==> src/rtl/rmm_pkg.sv <==
package rmm_pkg;

	// Default state widths.
	localparam int DEF_VALUE_WIDTH = 32;
	localparam int DEF_COUNT_WIDTH = 32;

	// Stream payload widths.
	localparam int IN_DATA_W  = 64;
	localparam int IN_USER_W  = 1;
	localparam int OUT_DATA_W = 64;
	localparam int OUT_USER_W = 1;

	// Field width of the counts and means on the streams.
	localparam int FIELD_W = 32;

endpackage

==> src/rtl/running_mean_merge.sv <==
// Channel  Direction  Width       Contents (lowest bit first)
// s_*      in         64 + 1      tdata: sample_count, sample_mean; tuser: restart
// m_*      out        64 + 1      tdata: total_count, mean_value; tuser: count_saturated
//
// A merge that needs the weighted update runs setup, the divide loop, an apply step and the
// final step, which loads its result into the output register.
// The radix-2 divide loop works through one mean bit per cycle.
// Restart-only, zero-count and empty-state requests skip the divide: setup, then the final step.
// The block takes one request at a time; s_tready is high only while it is idle.
// The result sits in an output register, so a new request is taken while it waits.
// A stalled result holds the block in its final step until the output register frees.
// Reset clears the count and the mean to zero; there is no clearing pass.
module running_mean_merge
	import rmm_pkg::*;
#(
	parameter int VALUE_WIDTH = DEF_VALUE_WIDTH,
	parameter int COUNT_WIDTH = DEF_COUNT_WIDTH
) (
	input  logic                  clk,
	input  logic                  arst_n,
	input  logic                  s_tvalid,
	output logic                  s_tready,
	input  logic [IN_DATA_W-1:0]  s_tdata,   // sample_count[31:0], sample_mean[63:32]
	input  logic [IN_USER_W-1:0]  s_tuser,   // restart[0]
	output logic                  m_tvalid,
	input  logic                  m_tready,
	output logic [OUT_DATA_W-1:0] m_tdata,   // total_count[31:0], mean_value[63:32]
	output logic [OUT_USER_W-1:0] m_tuser    // count_saturated[0]
);

	localparam int VW = VALUE_WIDTH;
	localparam int CW = COUNT_WIDTH;
	localparam int BW = $clog2(VW);

	// Input clamp limits expressed on the 32-bit stream fields.
	localparam logic signed [FIELD_W-1:0] VMAX32 = (VW >= FIELD_W) ? 32'sh7fff_ffff :
		FIELD_W'((64'd1 << (VW - 1)) - 64'd1);
	localparam logic signed [FIELD_W-1:0] VMIN32 = ~VMAX32;
	localparam logic [FIELD_W-1:0] CMAX32 = (CW >= FIELD_W) ? 32'hffff_ffff :
		FIELD_W'((64'd1 << CW) - 64'd1);
	localparam logic [BW-1:0] LAST_BIT = BW'(VW - 1);

	typedef enum logic [4:0] {
		ST_IDLE  = 5'b00001,
		ST_SETUP = 5'b00010,
		ST_DIV   = 5'b00100,
		ST_APPLY = 5'b01000,
		ST_WRITE = 5'b10000
	} state_t;

	state_t                state_q;
	logic [CW-1:0]         acc_q;
	logic signed [VW-1:0]  mean_q;
	logic [CW-1:0]         cnt_q;
	logic signed [VW-1:0]  smean_q;
	logic [CW-1:0]         total_q;
	logic                  sat_q;
	logic                  up_q;
	logic [VW-1:0]         mag_q;
	logic [CW-1:0]         rem_q;
	logic [VW-1:0]         quo_q;
	logic [BW-1:0]         bit_q;
	logic                  out_valid_q;
	logic [OUT_DATA_W-1:0] out_data_q;
	logic                  out_sat_q;

	logic                  in_fire;
	logic                  out_free;
	logic signed [FIELD_W-1:0] in_mean;
	logic signed [FIELD_W-1:0] in_mean_c;
	logic [FIELD_W-1:0]    in_cnt;
	logic [FIELD_W-1:0]    in_cnt_c;
	logic [63:0]           in_mean64;
	logic [63:0]           in_cnt64;
	logic [CW:0]           sum;
	logic                  sum_sat;
	logic [CW-1:0]         total;
	logic signed [VW:0]    diff;
	logic signed [VW:0]    diff_neg;
	logic [CW+1:0]         r_sh;
	logic [CW+1:0]         t_one;
	logic [CW+1:0]         t_two;
	logic [CW+1:0]         r_next;
	logic [1:0]            digit;
	logic [63:0]           acc64;
	logic signed [63:0]    mean64;

	assign in_fire  = s_tvalid & s_tready;
	assign s_tready = (state_q == ST_IDLE);
	assign out_free = ~out_valid_q | m_tready;

	// Clamp the incoming fields to the state ranges.
	always_comb begin
		in_mean = signed'(s_tdata[2*FIELD_W-1:FIELD_W]);
		in_cnt  = s_tdata[FIELD_W-1:0];
		if (in_mean > VMAX32) begin
			in_mean_c = VMAX32;
		end else if (in_mean < VMIN32) begin
			in_mean_c = VMIN32;
		end else begin
			in_mean_c = in_mean;
		end
		in_cnt_c  = (in_cnt > CMAX32) ? CMAX32 : in_cnt;
		in_mean64 = 64'(in_mean_c);
		in_cnt64  = 64'(in_cnt_c);
	end

	// New total with saturation, and the signed distance between the means.
	always_comb begin
		sum      = {1'b0, acc_q} + {1'b0, cnt_q};
		sum_sat  = sum[CW];
		total    = sum_sat ? {CW{1'b1}} : sum[CW-1:0];
		diff     = {smean_q[VW-1], smean_q} - {mean_q[VW-1], mean_q};
		diff_neg = -diff;
	end

	// One divide step: bring in the next mean bit as count*bit, then take 0, 1 or 2 totals.
	always_comb begin
		r_sh  = {1'b0, rem_q, 1'b0} + (mag_q[VW-1] ? {2'b00, cnt_q} : '0);
		t_one = {2'b00, total_q};
		t_two = {1'b0, total_q, 1'b0};
		if (r_sh >= t_two) begin
			digit  = 2'd2;
			r_next = r_sh - t_two;
		end else if (r_sh >= t_one) begin
			digit  = 2'd1;
			r_next = r_sh - t_one;
		end else begin
			digit  = 2'd0;
			r_next = r_sh;
		end
	end

	// Sequencer and state registers.
	always_ff @(posedge clk or negedge arst_n) begin
		if (!arst_n) begin
			state_q <= ST_IDLE;
			acc_q   <= '0;
			mean_q  <= '0;
		end else begin
			case (state_q)
				ST_IDLE: begin
					if (in_fire) begin
						if (s_tuser[0]) begin
							acc_q  <= '0;
							mean_q <= '0;
						end
						state_q <= ST_SETUP;
					end
				end
				ST_SETUP: begin
					if (total == '0) begin
						mean_q  <= '0;
						state_q <= ST_WRITE;
					end else if (cnt_q == '0) begin
						state_q <= ST_WRITE;
					end else if (acc_q == '0) begin
						mean_q  <= smean_q;
						acc_q   <= total;
						state_q <= ST_WRITE;
					end else begin
						state_q <= ST_DIV;
					end
				end
				ST_DIV: begin
					if (bit_q == '0) begin
						state_q <= ST_APPLY;
					end
				end
				ST_APPLY: begin
					mean_q  <= up_q ? mean_q + signed'(quo_q) : mean_q - signed'(quo_q);
					acc_q   <= total_q;
					state_q <= ST_WRITE;
				end
				ST_WRITE: begin
					if (out_free) begin
						state_q <= ST_IDLE;
					end
				end
				default: begin
					state_q <= ST_IDLE;
				end
			endcase
		end
	end

	// Output register valid flag: set by the final step, cleared when the result is taken.
	always_ff @(posedge clk or negedge arst_n) begin
		if (!arst_n) begin
			out_valid_q <= 1'b0;
		end else if ((state_q == ST_WRITE) && out_free) begin
			out_valid_q <= 1'b1;
		end else if (m_tready) begin
			out_valid_q <= 1'b0;
		end
	end

	// Request capture and divide datapath.
	always_ff @(posedge clk) begin
		if (in_fire) begin
			cnt_q   <= in_cnt64[CW-1:0];
			smean_q <= signed'(in_mean64[VW-1:0]);
		end
		if (state_q == ST_SETUP) begin
			total_q <= total;
			sat_q   <= sum_sat;
			up_q    <= ~diff[VW];
			mag_q   <= diff[VW] ? diff_neg[VW-1:0] : diff[VW-1:0];
			rem_q   <= '0;
			quo_q   <= '0;
			bit_q   <= LAST_BIT;
		end
		if (state_q == ST_DIV) begin
			rem_q <= r_next[CW-1:0];
			quo_q <= (quo_q << 1) + VW'(digit);
			mag_q <= mag_q << 1;
			bit_q <= bit_q - 1'b1;
		end
		if ((state_q == ST_WRITE) && out_free) begin
			out_data_q <= {mean64[FIELD_W-1:0], acc64[FIELD_W-1:0]};
			out_sat_q  <= sat_q & (cnt_q != '0);
		end
	end

	assign acc64  = 64'(acc_q);
	assign mean64 = 64'(mean_q);

	assign m_tvalid = out_valid_q;
	assign m_tdata  = out_data_q;
	assign m_tuser  = out_sat_q;

endmodule

==> config.mk <==
export PLATFORM = sky130hd
export DESIGN_NAME = running_mean_merge
export DESIGN_NICKNAME = d
export VERILOG_FILES = /design/src/rtl/rmm_pkg.sv /design/src/rtl/running_mean_merge.sv
export SDC_FILE = /design/constraint.sdc
export NUM_CORES = 1
export LEC_CHECK = 0
export BUFFER_PORTS_ARGS = -buffer_cell sky130_fd_sc_hd__buf_4
export CAP_MARGIN = 30
export CORE_UTILIZATION = 57
export DETAILED_ROUTE_END_ITERATION = 12
export GPL_ROUTABILITY_DRIVEN = 0
export PLACE_DENSITY_LB_ADDON = 0.15
export SLEW_MARGIN = 20
export SYNTH_ARGS = -nofsm -noshare
export SYNTH_HDL_FRONTEND = slang
export SYNTH_SLANG_ARGS = --single-unit
==> constraint.sdc <==
create_clock -name clk -period 7.03 [get_ports clk]
set_input_delay 0.3515 -clock clk [delete_from_list [all_inputs] [get_ports clk]]
set_output_delay 0.3515 -clock clk [all_outputs]
set_load 0.005 [all_outputs]
# Yosys cells after proc, flatten, opt, wreduce, memory -nomap -nowiden
# Cells that the tools add are included.
# W data, S select, Z words.
# totals
out_inout_bits,67
memories,0
wordCells,97
ram_bits,0
inputBits,69
rom_bits,0
latch_bits,0
regBits,334
# classes
div,0
n_lt_le_gt_ge,5
multipliers,0
n_eq_ne,14
mux,35
n_addsub,10
n_reduce_logical,12
n_shift,0
bitwise_logic,5
# ops
op,n
$mux W32,20
$pmux W32 S3,2
$logic_not A32 Y1,3
$sub A32 B32 Y32,3
$gt A32 B32 Y1 const B,2
$mux W5,8
$add A33 B32 Y34,1
$ge A34 B32 Y1,1
$ge A34 B33 Y1,1
$add A32 B32 Y33,1
$sub A32 B32 Y33,1
$add A32 B2 Y32,1
$add A32 B32 Y32,1
$lt A32 B32 Y1 const B,1
$neg A32 Y32,1
$reduce_bool A32 Y1,1
$pmux W5 S5,1
$ne A2 B2 Y1 const B,5
$ne A3 B3 Y1 const B,2
$reduce_and A6 Y1,1
$eq A5 B1 Y1 const B,1
$eq A5 B2 Y1 const B,1
$eq A5 B3 Y1 const B,1
$eq A5 B4 Y1 const B,1
other kinds (14),20

# Logic depth before layout (Yosys ltp)
# Gate-level depths: netlist (run 1).
# logic_depth
word_depth,7
depth_mapped,32
mapped_depth_nobuf,31

# Least setup slack after synthesis (run 1)
# OpenSTA, ideal clock, no wires.
# synth_timing
kind,flip-flop to flip-flop
from,register mag_q[31]
to,"register quo_q[31], data pin"
path_buffers,3
path_stages_with_launch,33
synth_period_minus_slack_ns,6.651
arrival_ns,6.504
slack_ns,0.379
path_cell_list,edfxtp_1 clkbuf_1 and2_1 fa_1 a21o_1 a21oi_1 o21bai_1 a21oi_1 nor3_1 a211oi_1 o21bai_1 a21oi_1 xnor2_1 ha_1 inv_1 nor4_1 nand3_1 nor2_1 o211ai_1 a311oi_1 o21ai_0 o211a_1 inv_1 buf_2 ha_1 ha_1 and3_1 and3_1 and4_1 clkbuf_1 nand4_1 or3_1 a21oi_1
# synth_via
elab_chain_cells,7
elab_cells_between_ends,8
# synth_rtl
element,line_no,text
from (decl),running_mean_merge.sv:59,logic [VW-1:0] mag_q;
from (signal assigned),running_mean_merge.sv:208,mag_q <= diff[VW] ? diff_neg[VW-1:0] : diff[VW-1:0];
from (signal assigned),running_mean_merge.sv:216,mag_q <= mag_q << 1;
$mux W32 (*),running_mean_merge.sv:119,"r_sh = {1'b0, rem_q, 1'b0} + (mag_q[VW-1] ? {2'b00, cnt_q} : '0);"
$add A33 B32 Y34 (*),running_mean_merge.sv:119,
$ge A34 B32 Y1,running_mean_merge.sv:125,end else if (r_sh >= t_one) begin
$mux W1,running_mean_merge.sv:125,
$mux W2 (*),running_mean_merge.sv:122,if (r_sh >= t_two) begin
$add A32 B2 Y32 (*),running_mean_merge.sv:215,quo_q <= (quo_q << 1) + VW'(digit);
$mux W32 (*),running_mean_merge.sv:213,if (state_q == ST_DIV) begin
to (signal assigned),running_mean_merge.sv:215,
to (decl),running_mean_merge.sv:61,logic [VW-1:0] quo_q;
# Every way passes the cells marked *; elsewhere a longest branch is shown, timed or not.
# A chain may end at the register's enable or synchronous reset.

# Worst setup path after layout (run 1)
# Ends and elaborated chain as after synthesis.

==> metrics.md, run 1 <==
| Metric | Value |
|---|---|
| Setup slack after layout | `0.178 ns` |
| R2r endpoint | `quo_q[31]` |
| Initial Utilization | `0.582` |
| # DRC | `0` |
| Most frequent cell after synthesis | `edfxtp_1` |
| Synth-to-Final Area Change | `13.9%` |
| Combinational group share of total power | `0.638` |
| Total CTS buffers | `38` |
| Synthesized instance count | `2739` |
| CP max stage delay | `0.44 ns` |
| Post-synth ARST share | `0.210` |
| CP max stage cell | `edfxtp_1` |
| Cell Int Power | `7.91 mW` |
| PortBufs | `135` |
| Post-DP HPWL | `57000 um` |
| DR iter-0 viols | `2598` |
| Clk sinks | `334` |
| Routing usage on met1 | `0.476` |
| Die area | `46300 um2` |
| Setup violation total in the final timing report | `0` |
| Pwr dens | `507 nW/um2` |
| Worst-Margin Slew | `0.943 ns` |
| Overall Power | `15.0 mW` |
| Root buf cell | `clkbuf_16` |
| Switching share of power | `0.472` |
| DR WL/cell | `21.9 um` |
| Worst setup path endpoint | `quo_q[31]` |
| Synth area leader | `edfxtp_1` |
| Clock power frac | `0.138` |
| Antenna fix cells | `0` |
| H-tree levels | `2` |
| Crit path arrival time | `7.25 ns` |
| Post-layout min period | `6.85 ns` |
| Num ports | `136` |
| Sequential power share | `0.225` |
| Leakage | `12.4 nW` |
| Critical Path RT | `7.43 ns` |
| Fin. max-slew vios | `0` |
| Nets | `3169` |
| Non-filler cells, final | `3520` |
| Clk slew on worst S/H paths | `0.06 ns` |
| Initial antenna violation count | `0` |
| Placed cell count | `3379` |
| Final Hold Violating Endpoints | `0` |
| Net Count, Synth | `3009` |
| Pin count of the biggest net entering global routing | `69` |
| Routed Antenna Nets | `0` |
| CP endpoint kind | `flop` |
| Post-synthesis cell type count | `105` |
| Post-synth top flop | `edfxtp_1` |
| VDD IR-drop max | `0.239 mV` |
| RSZ-0062 raised after global routing | `yes` |
| Synth top cells by count | `263 x edfxtp_1, 256 x nand2_1, 195 x ha_1, 192 x a21oi_1, 163 x nor2_1` |
| Site row count | `77` |
| Routed vias/inst | `6.44` |
| Rel. slew slack | `0.371` |
| Mean Syn Cell Area | `9.46 um2` |
| Layout cells sized above 1 | `0.131` |
| Die W | `215 um` |
| Synth top area share | `0.305` |
| CP startpoint kind | `flop` |
| Die Y | `215 um` |
| Total number of yosys warnings | `0` |
| Critical setup path kind | `reg -> reg` |
| CORE AREA | `44500 um2` |
| Reg-to-Reg Start | `mag_q[31]` |
| Hold Worst Slack | `0.0693 ns` |
| Worst Setup SP | `mag_q[31]` |
| Number of global-route vias before repair | `21261` |
| Busiest grt layer | `met2` |
| Flops & latches, synth | `334` |
| Switching power | `7.07 mW` |
| Clock Latency Late Sink | `0.58 ns` |
| Mapped Area | `25900 um2` |
| CTS Buffer Depth | `3` |
| Initial DRT Pass Iterations | `6` |
| Placement Setup Slack | `-0.102 ns` |
| Top post-synthesis cells by area | `edfxtp_1 30%, ha_1 9.4%, dfrtp_1 6.7%, xnor2_1 4.2%, a21oi_1 3.7%` |
| Reg2reg setup slack | `0.18 ns` |
| CTS tree | `done` |
| Number of flops mapped to enable cells by yosys | `263` |
| First-pass GRT wire length | `120000 um` |
| CP most frequent cell | `ha_1` |
| Final period utilization | `0.975` |
| Maxcap violations | `0` |
| Met2 usage | `0.494` |
| Hold crit path type | `in -> reg` |
| Global route overflow | `0` |
| Seq/Total Area, Yosys | `0.373` |
| Register-to-Register Path Depth | `28` |
| FMAX | `0.146 GHz` |
| Outcome | `complete, no violations` |
| CP max FO | `6` |
| Met3 GRT Util | `0.0616` |
| Via Count | `22686` |
| Clock Skew | `0.0328 ns` |
| WL final | `77200 um` |
| Finished Core Util | `0.663` |
| All-layer global routing usage | `0.327` |
sequential cells by signal, summed over array words and instances (netlist names):
| name | flops |
|---|---|
| state_q | 5 |
| mean_q | 32 |
| cnt_q | 32 |
| m_tdata | 64 |
| sat_q | 1 |
| smean_q | 32 |
| total_q | 32 |
| acc_q | 32 |
| mag_q | 32 |
| quo_q | 32 |
| bit_q | 5 |
| m_tvalid | 1 |
| up_q | 1 |
| rem_q | 32 |
| m_tuser | 1 |
placed cells by master, fill, tap and decap left out, types with 11 or more instances in the layout:
cell / instances
a211o_1: 11
a211oi_1: 34
a21o_1: 102
a21oi_1: 187
a22o_1: 14
a31oi_1: 24
and2_1: 61
and3_1: 26
buf_4: 175
clkbuf_16: 39
dfrtp_1: 69
dlygate4sd3_1: 65
edfxtp_1: 263
ha_1: 195
inv_1: 136
mux2_4: 59
mux2i_1: 25
nand2_1: 255
nand2b_1: 37
nand3_1: 57
nand3b_1: 11
nand4_1: 35
nor2_1: 163
nor2b_1: 15
nor3_1: 47
nor4_1: 31
o211ai_1: 34
o21a_1: 20
o21ai_0: 149
o21ai_1: 15
o21bai_1: 24
o22ai_1: 47
o311ai_0: 11
o31ai_1: 15
or2_2: 17
or3_1: 22
xnor2_1: 124
xor2_1: 96
power by group through the flow:
stage	Clock, mW	Sequential (mW)	Combinational (mW)
after floorplan	0	3.13	7.19
after global placement	0	3.37	8.91
after detailed placement	0	3.38	9.16
after CTS	2.08	3.35	9.26
after global routing	2.15	3.40	10.4
final	2.07	3.36	9.55
final cells by class:
class	instances	area, um2
tap	592	741
clock inverter	17	204
multi-input combinational	2141	15300
sequential	334	9670
fill	3516	15000
inverter	139	523
timing repair buffer	245	2060
clock buffer	52	1050
metal layers:
metal	share of wire	up-vias	wire, um
met5	0	-	0
met1	0.43	10878	33300
met2	0.44	1172	33800
met3	0.10	153	8060
met4	0.026	0	2000
li1	-	10483	-
stage by stage:
step	instance area, um2	TNS [ns]
2_1_floorplan	25900	0
3_3_place_gp	27400	0
3_5_place_dp	27500	-0.169
4_1_cts	29400	0
5_1_grt	29500	-0.0521
6_report	29500	0
worst min path at each step:
stage	startpoint	end	slack, ns	cells after the start
after floorplan	arst_n	acc_q[0]	0.06	0
after global placement	mag_q[0]	mag_q[0]	0.46	2
after detailed placement	arst_n	mean_q[28]	0.34	1
after CTS	s_tdata[4]	cnt_q[4]	0.03	1
after global routing	s_tdata[4]	cnt_q[4]	0.04	1
final	s_tdata[4]	cnt_q[4]	0.07	1
kinds of logic (layout without fill, tap and decap cells):
| group | after synthesis | in the layout | share of synthesized area |
|---|---|---|---|
| adder cells (fa/ha/maj) | 201 | 201 | 0.0988 |
| multiplexers | 91 | 91 | 0.0469 |
| AO/OA/AOI/OAI | 795 | 795 | 0.203 |
| flip-flops | 334 | 334 | 0.373 |
| XOR/XNOR | 222 | 222 | 0.0753 |
| AND/OR/NAND/NOR | 832 | 832 | 0.161 |
| buffers and inverters | 264 | 453 | 0.0418 |
worst max-delay path: cells and delay by family, from the launching register on:
family	cells	cell delay, ns
compound gates	10	2.07
xor+xnor	1	0.11
fa+ha+maj	5	1.39
buf+inv	1	0.12
flops	1	0.44
simple gates	11	2.53
what timing repair did:
item	CTS	global route
hold endpoints to repair	94	0
gates resized for setup	3	16
setup buffers	0	5
pin swaps	0	6
endpoints found under the setup margin	3	16
hold buffers	65	0
(Power assumes the default switching activity.)
==> run 2, diff against run 1 <==
--- a/config.mk
+++ b/config.mk
@@ -7,7 +7,9 @@
 export LEC_CHECK = 0
 export BUFFER_PORTS_ARGS = -buffer_cell sky130_fd_sc_hd__buf_4
 export CAP_MARGIN = 30
-export CORE_UTILIZATION = 57
+export CELL_PAD_IN_SITES_DETAIL_PLACEMENT = 0
+export CELL_PAD_IN_SITES_GLOBAL_PLACEMENT = 2
+export CORE_UTILIZATION = 37
 export DETAILED_ROUTE_END_ITERATION = 12
 export GPL_ROUTABILITY_DRIVEN = 0
 export PLACE_DENSITY_LB_ADDON = 0.15
==> run 2 against run 1 <==
  * Total power is 4.9% higher
  * Sequential cell count unchanged
  * Cell count grew 10%
  * Sequential power barely moved
  * First-iteration DRC count shrank 43%
  * Non-clock buffer count increased by 5
  * Combinational power is 3.5% higher
  * Hold slack got worse by 0.052 ns
  * Count of clock-buffer cells in the layout is 2 lower
  * Critical path type unchanged
  * Highest routed layer is now met5
==> metrics.md, run 2 (synthesized netlist as in run 1, its figures left out) <==
| Metric | Value |
|---|---|
| Leakage | `12.5 nW (was 12.4 nW)` |
| Synth-to-Final Area Change | `17.0% (was 13.9%)` |
| Die W | `267 um (was 215 um)` |
| Clock Latency Late Sink | `0.60 ns (was 0.58 ns)` |
| Clk slew on worst S/H paths | `0.06 ns (about the same)` |
| Root buf cell | `clkbuf_16 (unchanged)` |
| Critical setup path kind | `reg -> reg (unchanged)` |
| Num ports | `136 (unchanged)` |
| CP max stage delay | `0.42 ns (was 0.44 ns)` |
| Setup violation total in the final timing report | `0 (unchanged)` |
| CP endpoint kind | `flop (unchanged)` |
| All-layer global routing usage | `0.236 (was 0.327)` |
| Routed Antenna Nets | `0 (unchanged)` |
| CP max stage cell | `or3_4 (was edfxtp_1)` |
| CTS tree | `done (unchanged)` |
| Final TNS setup | `0 ns (unchanged)` |
| Clock Skew | `0.0302 ns (was 0.0328 ns)` |
| Pwr dens | `519 nW/um2 (was 507 nW/um2)` |
| # DRC | `0 (unchanged)` |
| Initial Utilization | `0.376 (was 0.582)` |
| PortBufs | `135 (unchanged)` |
| Fin. max-slew vios | `0 (unchanged)` |
| Clk sinks | `334 (unchanged)` |
| Outcome | `complete, no violations (unchanged)` |
| Post-layout min period | `6.66 ns (was 6.85 ns)` |
| Die Y | `267 um (was 215 um)` |
| Max reg flops | `64 (unchanged)` |
| Nets | `3180 (was 3169)` |
| Final period utilization | `0.947 (was 0.975)` |
| Via Count | `21574 (was 22686)` |
| CTS Buffer Depth | `3 (unchanged)` |
| WL final | `84900 um (was 77200 um)` |
| Finished Core Util | `0.440 (was 0.663)` |
| Commonest non-fill, non-tap cell in the layout | `edfxtp_1 (unchanged)` |
| CORE AREA | `68900 um2 (was 44500 um2)` |
| Crit path arrival time | `7.11 ns (was 7.25 ns)` |
| Hold crit path type | `in -> reg (unchanged)` |
| Site row count | `96 (was 77)` |
| Total CTS buffers | `44 (was 38)` |
| Pin count of the biggest net entering global routing | `66 (was 69)` |
| Placed cell count | `3724 (was 3379)` |
| Initial antenna violation count | `5 (was 0)` |
| FMAX | `0.150 GHz (was 0.146 GHz)` |
| DR WL/cell | `21.9 um (about the same)` |
| Post-DP HPWL | `66100 um (was 57000 um)` |
| H-tree levels | `2 (unchanged)` |
| Routed vias/inst | `5.56 (was 6.44)` |
| First-pass GRT wire length | `128000 um (was 120000 um)` |
| CP startpoint kind | `flop (unchanged)` |
| Number of global-route vias before repair | `21581 (was 21261)` |
| VDD IR-drop max | `0.319 mV (was 0.239 mV)` |
| Die area | `71100 um2 (was 46300 um2)` |
| Rel. slew slack | `0.336 (was 0.371)` |
| Critical Path RT | `7.48 ns (was 7.43 ns)` |
| Maxcap violations | `0 (unchanged)` |
| DR iter-0 viols | `1475 (was 2598)` |
| Worst-Margin Slew | `0.996 ns (was 0.943 ns)` |
| Final Hold Violating Endpoints | `0 (unchanged)` |
| Most frequent cells in the layout | `263 x edfxtp_1, 255 x nand2_1, 193 x ha_1 (was 263 x edfxtp_1, 255 x nand2_1, 195 x ha_1)` |
| Non-filler cells, final | `3878 (was 3520)` |
| Global route overflow | `0 (unchanged)` |
| Initial DRT Pass Iterations | `6 (unchanged)` |
| Layout cells sized above 1 | `0.140 (was 0.131)` |
| CP max FO | `6 (unchanged)` |
[run 2: changes by cell type in the layout (fill, tap and decap cells not counted), moves of 3 or more]
| cell | change |
|---|---|
| bufinv_16 | +5 |
| clkinvlp_4 | +3 |
| clkinv_1 | +3 |
| clkbuf_1 | -5 |
| clkbuf_16 | +5 |
| buf_4 | +6 |
[run 2: path summary, 6_finish.rpt]
check	start	endpoint	slack [ns]	depth (start not counted)
max	mag_q[31]	quo_q[29]	0.37	28
min in group asynchronous	arst_n	acc_q[27]	0.33	2
min	s_tdata[1]	cnt_q[1]	0.02	1
max reg2reg	mag_q[31]	quo_q[29]	0.37	28
min reg2reg	mag_q[0]	mag_q[0]	0.50	2
max in group asynchronous	arst_n	state_q[0]	5.75	3
[run 2: power breakdown]
group          leakage (nW)  internal, mW  switching (mW)
registers              3.43          2.83           0.525
logic                  8.36          3.91            5.98
clock network         0.756          1.51           0.964
[run 2: metal layers]
metal,up-vias,part of all wire,global-route usage
met5,-,0.00048,0
met4,6,0.035,0.0870
met3,137,0.038,0.0295
met2,426,0.51,0.429
met1,10523,0.42,0.283
li1,10482,-,-
[run 2: layout make-up]
type | instances | area [um2]
fillers | 6737 | 38600
diodes | 1 | 2.50
multi-input cells | 2141 | 15300
clock buffers | 50 | 1130
flip-flops and latches | 334 | 9670
well taps | 931 | 1160
inverters | 139 | 523
repair buffers | 250 | 2080
clock inverters | 32 | 442
[run 2: worst max-delay path, delay by kind of cell, from the launching register on]
family | cells | cell delay, ns
AND/OR/NAND/NOR | 11 | 2.61
AO/OA/AOI/OAI | 10 | 2.03
adder cells (fa/ha/maj) | 5 | 1.30
flip-flops | 1 | 0.39
XOR/XNOR | 1 | 0.10
buffers and inverters | 1 | 0.08
[run 2: timing repair]
action | 4_1_cts | 5_1_grt
hold buffers | 65 | 0
setup endpoints to repair | 3 | 17
pin swaps | 0 | 10
hold endpoints to repair | 96 | 0
buffers inserted | 0 | 5
resized for setup | 3 | 24
[run 2: per-stage QoR]
step                      worst slack, ns  hold WS (ns)  cell area, um2  total power, mW
after CTS                          0.0211        0.0108           30200             15.7
after detailed placement           -0.138         0.409           27900             13.1
final                               0.374        0.0172           30300             15.7
after global routing             -0.00463       0.00651           30300             16.8
after global placement           -0.00771         0.410           27900             13.1
after floorplan                     0.379        0.0559           25900             10.3
==> run 3, diff against run 2 <==
--- a/config.mk
+++ b/config.mk
@@ -9,10 +9,13 @@
 export CAP_MARGIN = 30
 export CELL_PAD_IN_SITES_DETAIL_PLACEMENT = 0
 export CELL_PAD_IN_SITES_GLOBAL_PLACEMENT = 2
+export CORE_MARGIN = 2
 export CORE_UTILIZATION = 37
+export CTS_BUF_LIST = sky130_fd_sc_hd__clkbuf_16
 export DETAILED_ROUTE_END_ITERATION = 12
 export GPL_ROUTABILITY_DRIVEN = 0
 export PLACE_DENSITY_LB_ADDON = 0.15
+export SKIP_CTS_REPAIR_TIMING = 1
 export SLEW_MARGIN = 20
 export SYNTH_ARGS = -nofsm -noshare
 export SYNTH_HDL_FRONTEND = slang
==> run 3 against run 2 <==
  * Count of clock-buffer cells in the layout shrank 8
  * Largest cell class unchanged
  * Sequential power is essentially flat
  * Register-to-register slack lost 0.02 ns
  * Clock skew grew 0.012 ns
  * Clock power shrank 13%
  * Sequential cell count is the same
==> metrics.md, run 3 (synthesized netlist as in run 1, its figures left out) <==
| Metric | Value |
|---|---|
| Clock Skew | `0.0420 ns (was 0.0302 ns)` |
| Register-to-Register Path Depth | `28 (unchanged)` |
| Initial antenna violation count | `8 (was 5)` |
| Switching share of power | `0.485 (was 0.475)` |
| CP max stage cell | `fa_1 (was or3_4)` |
| Nets | `3174 (was 3180)` |
| WL final | `87100 um (was 84900 um)` |
| Filler cells | `6838 (was 6737)` |
| Sequential power share | `0.218 (was 0.214)` |
| Crit path arrival time | `7.12 ns (was 7.11 ns)` |
| Clock Latency Late Sink | `0.60 ns (about the same)` |
| Area occupied by multi-input gates | `15300 um2 (about the same)` |
| Rel. slew slack | `0.336 (about the same)` |
| Hold Worst Slack | `0.0300 ns (was 0.0172 ns)` |
| Number of global-route vias before repair | `21498 (was 21581)` |
| Most frequent cells in the layout | `263 x edfxtp_1, 255 x nand2_1, 195 x ha_1 (was 263 x edfxtp_1, 255 x nand2_1, 193 x ha_1)` |
| Leakage | `12.4 nW (was 12.5 nW)` |
| Post-layout min period | `6.67 ns (was 6.66 ns)` |
| Routed vias/inst | `5.60 (was 5.56)` |
| Outcome | `complete, no violations (unchanged)` |
| Maxcap violations | `0 (unchanged)` |
| Routed Antenna Nets | `0 (unchanged)` |
| Num ports | `136 (unchanged)` |
| Die Y | `269 um (was 267 um)` |
| CTS tree | `done (unchanged)` |
| Synth-to-Final Area Change | `15.9% (was 17.0%)` |
| Switching power | `7.48 mW (was 7.47 mW)` |
| Commonest non-fill, non-tap cell in the layout | `edfxtp_1 (unchanged)` |
| Initial Utilization | `0.372 (was 0.376)` |
| Max reg flops | `64 (unchanged)` |
| H-tree levels | `2 (unchanged)` |
| Site row count | `97 (was 96)` |
| Die W | `269 um (was 267 um)` |
| DR WL/cell | `22.4 um (was 21.9 um)` |
| Clk slew on worst S/H paths | `0.07 ns (was 0.06 ns)` |
| Placed cell count | `3729 (was 3724)` |
| First-pass GRT wire length | `130000 um (was 128000 um)` |
| PortBufs | `135 (unchanged)` |
| Root buf cell | `clkbuf_16 (unchanged)` |
| Combinational group share of total power | `0.643 (was 0.629)` |
| Non-filler cells, final | `3882 (was 3878)` |
| DR iter-0 viols | `1533 (was 1475)` |
| Clk sinks | `334 (unchanged)` |
| Hold crit path type | `in -> reg (unchanged)` |
| FMAX | `0.150 GHz (about the same)` |
| # DRC | `0 (unchanged)` |
| WHS Path Cells | `1 (unchanged)` |
| CP max stage delay | `0.40 ns (was 0.42 ns)` |
| CP max FO | `6 (unchanged)` |
| Worst-Margin Slew | `0.996 ns (about the same)` |
| Setup violation total in the final timing report | `0 (unchanged)` |
| Initial DRT Pass Iterations | `5 (was 6)` |
| Via Count | `21728 (was 21574)` |
| Critical setup path kind | `reg -> reg (unchanged)` |
| Total CTS buffers | `42 (was 44)` |
| Final Hold Violating Endpoints | `0 (unchanged)` |
| Sequential cell area | `9670 um2 (unchanged)` |
| VDD IR-drop max | `0.239 mV (was 0.319 mV)` |
| Die area | `72200 um2 (was 71100 um2)` |
| Layout cells sized above 1 | `0.133 (was 0.140)` |
| Clock power frac | `0.139 (was 0.157)` |
| CP startpoint kind | `flop (unchanged)` |
| CORE AREA | `69700 um2 (was 68900 um2)` |
| CP most frequent cell | `ha_1` |
| Final period utilization | `0.949 (was 0.947)` |
| Fin. max-slew vios | `0 (unchanged)` |
| Global route overflow | `0 (unchanged)` |
| All-layer global routing usage | `0.238 (was 0.236)` |
| Critical Path RT | `7.48 ns (about the same)` |
| Post-DP HPWL | `67500 um (was 66100 um)` |
| CTS Buffer Depth | `3 (unchanged)` |
| Cell Int Power | `7.94 mW (was 8.25 mW)` |
| Pwr dens | `514 nW/um2 (was 519 nW/um2)` |
| CP endpoint kind | `flop (unchanged)` |
| Pin count of the biggest net entering global routing | `71 (was 66)` |
## run 3: cell count changes in the layout (fill, tap and decap cells not counted), sizes merged
cell	delta
buf	-4
bufinv	-6
clkbuf	-8
clkinv	+5
diode	+3
inv	+5
## run 3: layer usage
layer | routed length (um) | vias up | GRT usage | share of wire
li1 | - | 10499 | - | -
met1 | 36600 | 10626 | 0.284 | 0.42
met2 | 44400 | 453 | 0.435 | 0.51
met3 | 3130 | 144 | 0.0350 | 0.036
met4 | 2860 | 6 | 0.0785 | 0.033
met5 | 34 | - | 0 | 0.00039
## run 3: path summary, 6_finish.rpt
path                                 start         end  slack, ns
max in group asynchronous           arst_n  state_q[2]       5.56
worst min-delay path            s_tdata[1]    cnt_q[1]       0.03
worst max register to register   mag_q[31]   quo_q[31]       0.36
worst max-delay path             mag_q[31]   quo_q[31]       0.36
worst min register to register    mag_q[0]    mag_q[0]       0.49
min in group asynchronous           arst_n   acc_q[27]       0.33
## run 3: area by class of cell
class,instances,area share
Antenna cell,4,0.000333
Clock buffer,42,0.0350
Tap cell,940,0.0392
Sequential cell,334,0.322
Timing Repair Buffer,246,0.0687
Clock inverter,36,0.00962
Multi-Input combinational cell,2141,0.508
Inverter,139,0.0174
## run 3: power groups by stage
stage / logic, mW / registers (mW) / clock network [mW]
after floorplan: 7.19 / 3.13 / 0
after CTS: 9.82 / 3.38 / 2.20
after global placement: 9.69 / 3.42 / 0
after detailed placement: 9.76 / 3.41 / 0
final: 9.92 / 3.37 / 2.14
after global routing: 10.9 / 3.41 / 2.27
## run 3: critical path: cells and delay by family, from the launching register on
family          cells  cell delay (ns)
simple gates       11             2.57
xor+xnor            1             0.10
flops               1             0.39
compound gates     10             2.04
fa+ha+maj           5             1.31
buf+inv             1             0.09
## run 3: metrics by stage
stage          setup slack, ns  power (mW)  instance area, um2  utilization  TNS (ns)
6_report                 0.357        15.4               30000        0.431         0
5_1_grt                -0.0433        16.5               30000        0.431    -0.122
3_3_place_gp            0.0640        13.1               27900        0.400         0
3_5_place_dp           -0.0201        13.2               27900        0.401   -0.0201
2_1_floorplan            0.379        10.3               25900            -         0
4_1_cts                -0.0974        15.4               29200        0.420    -0.149
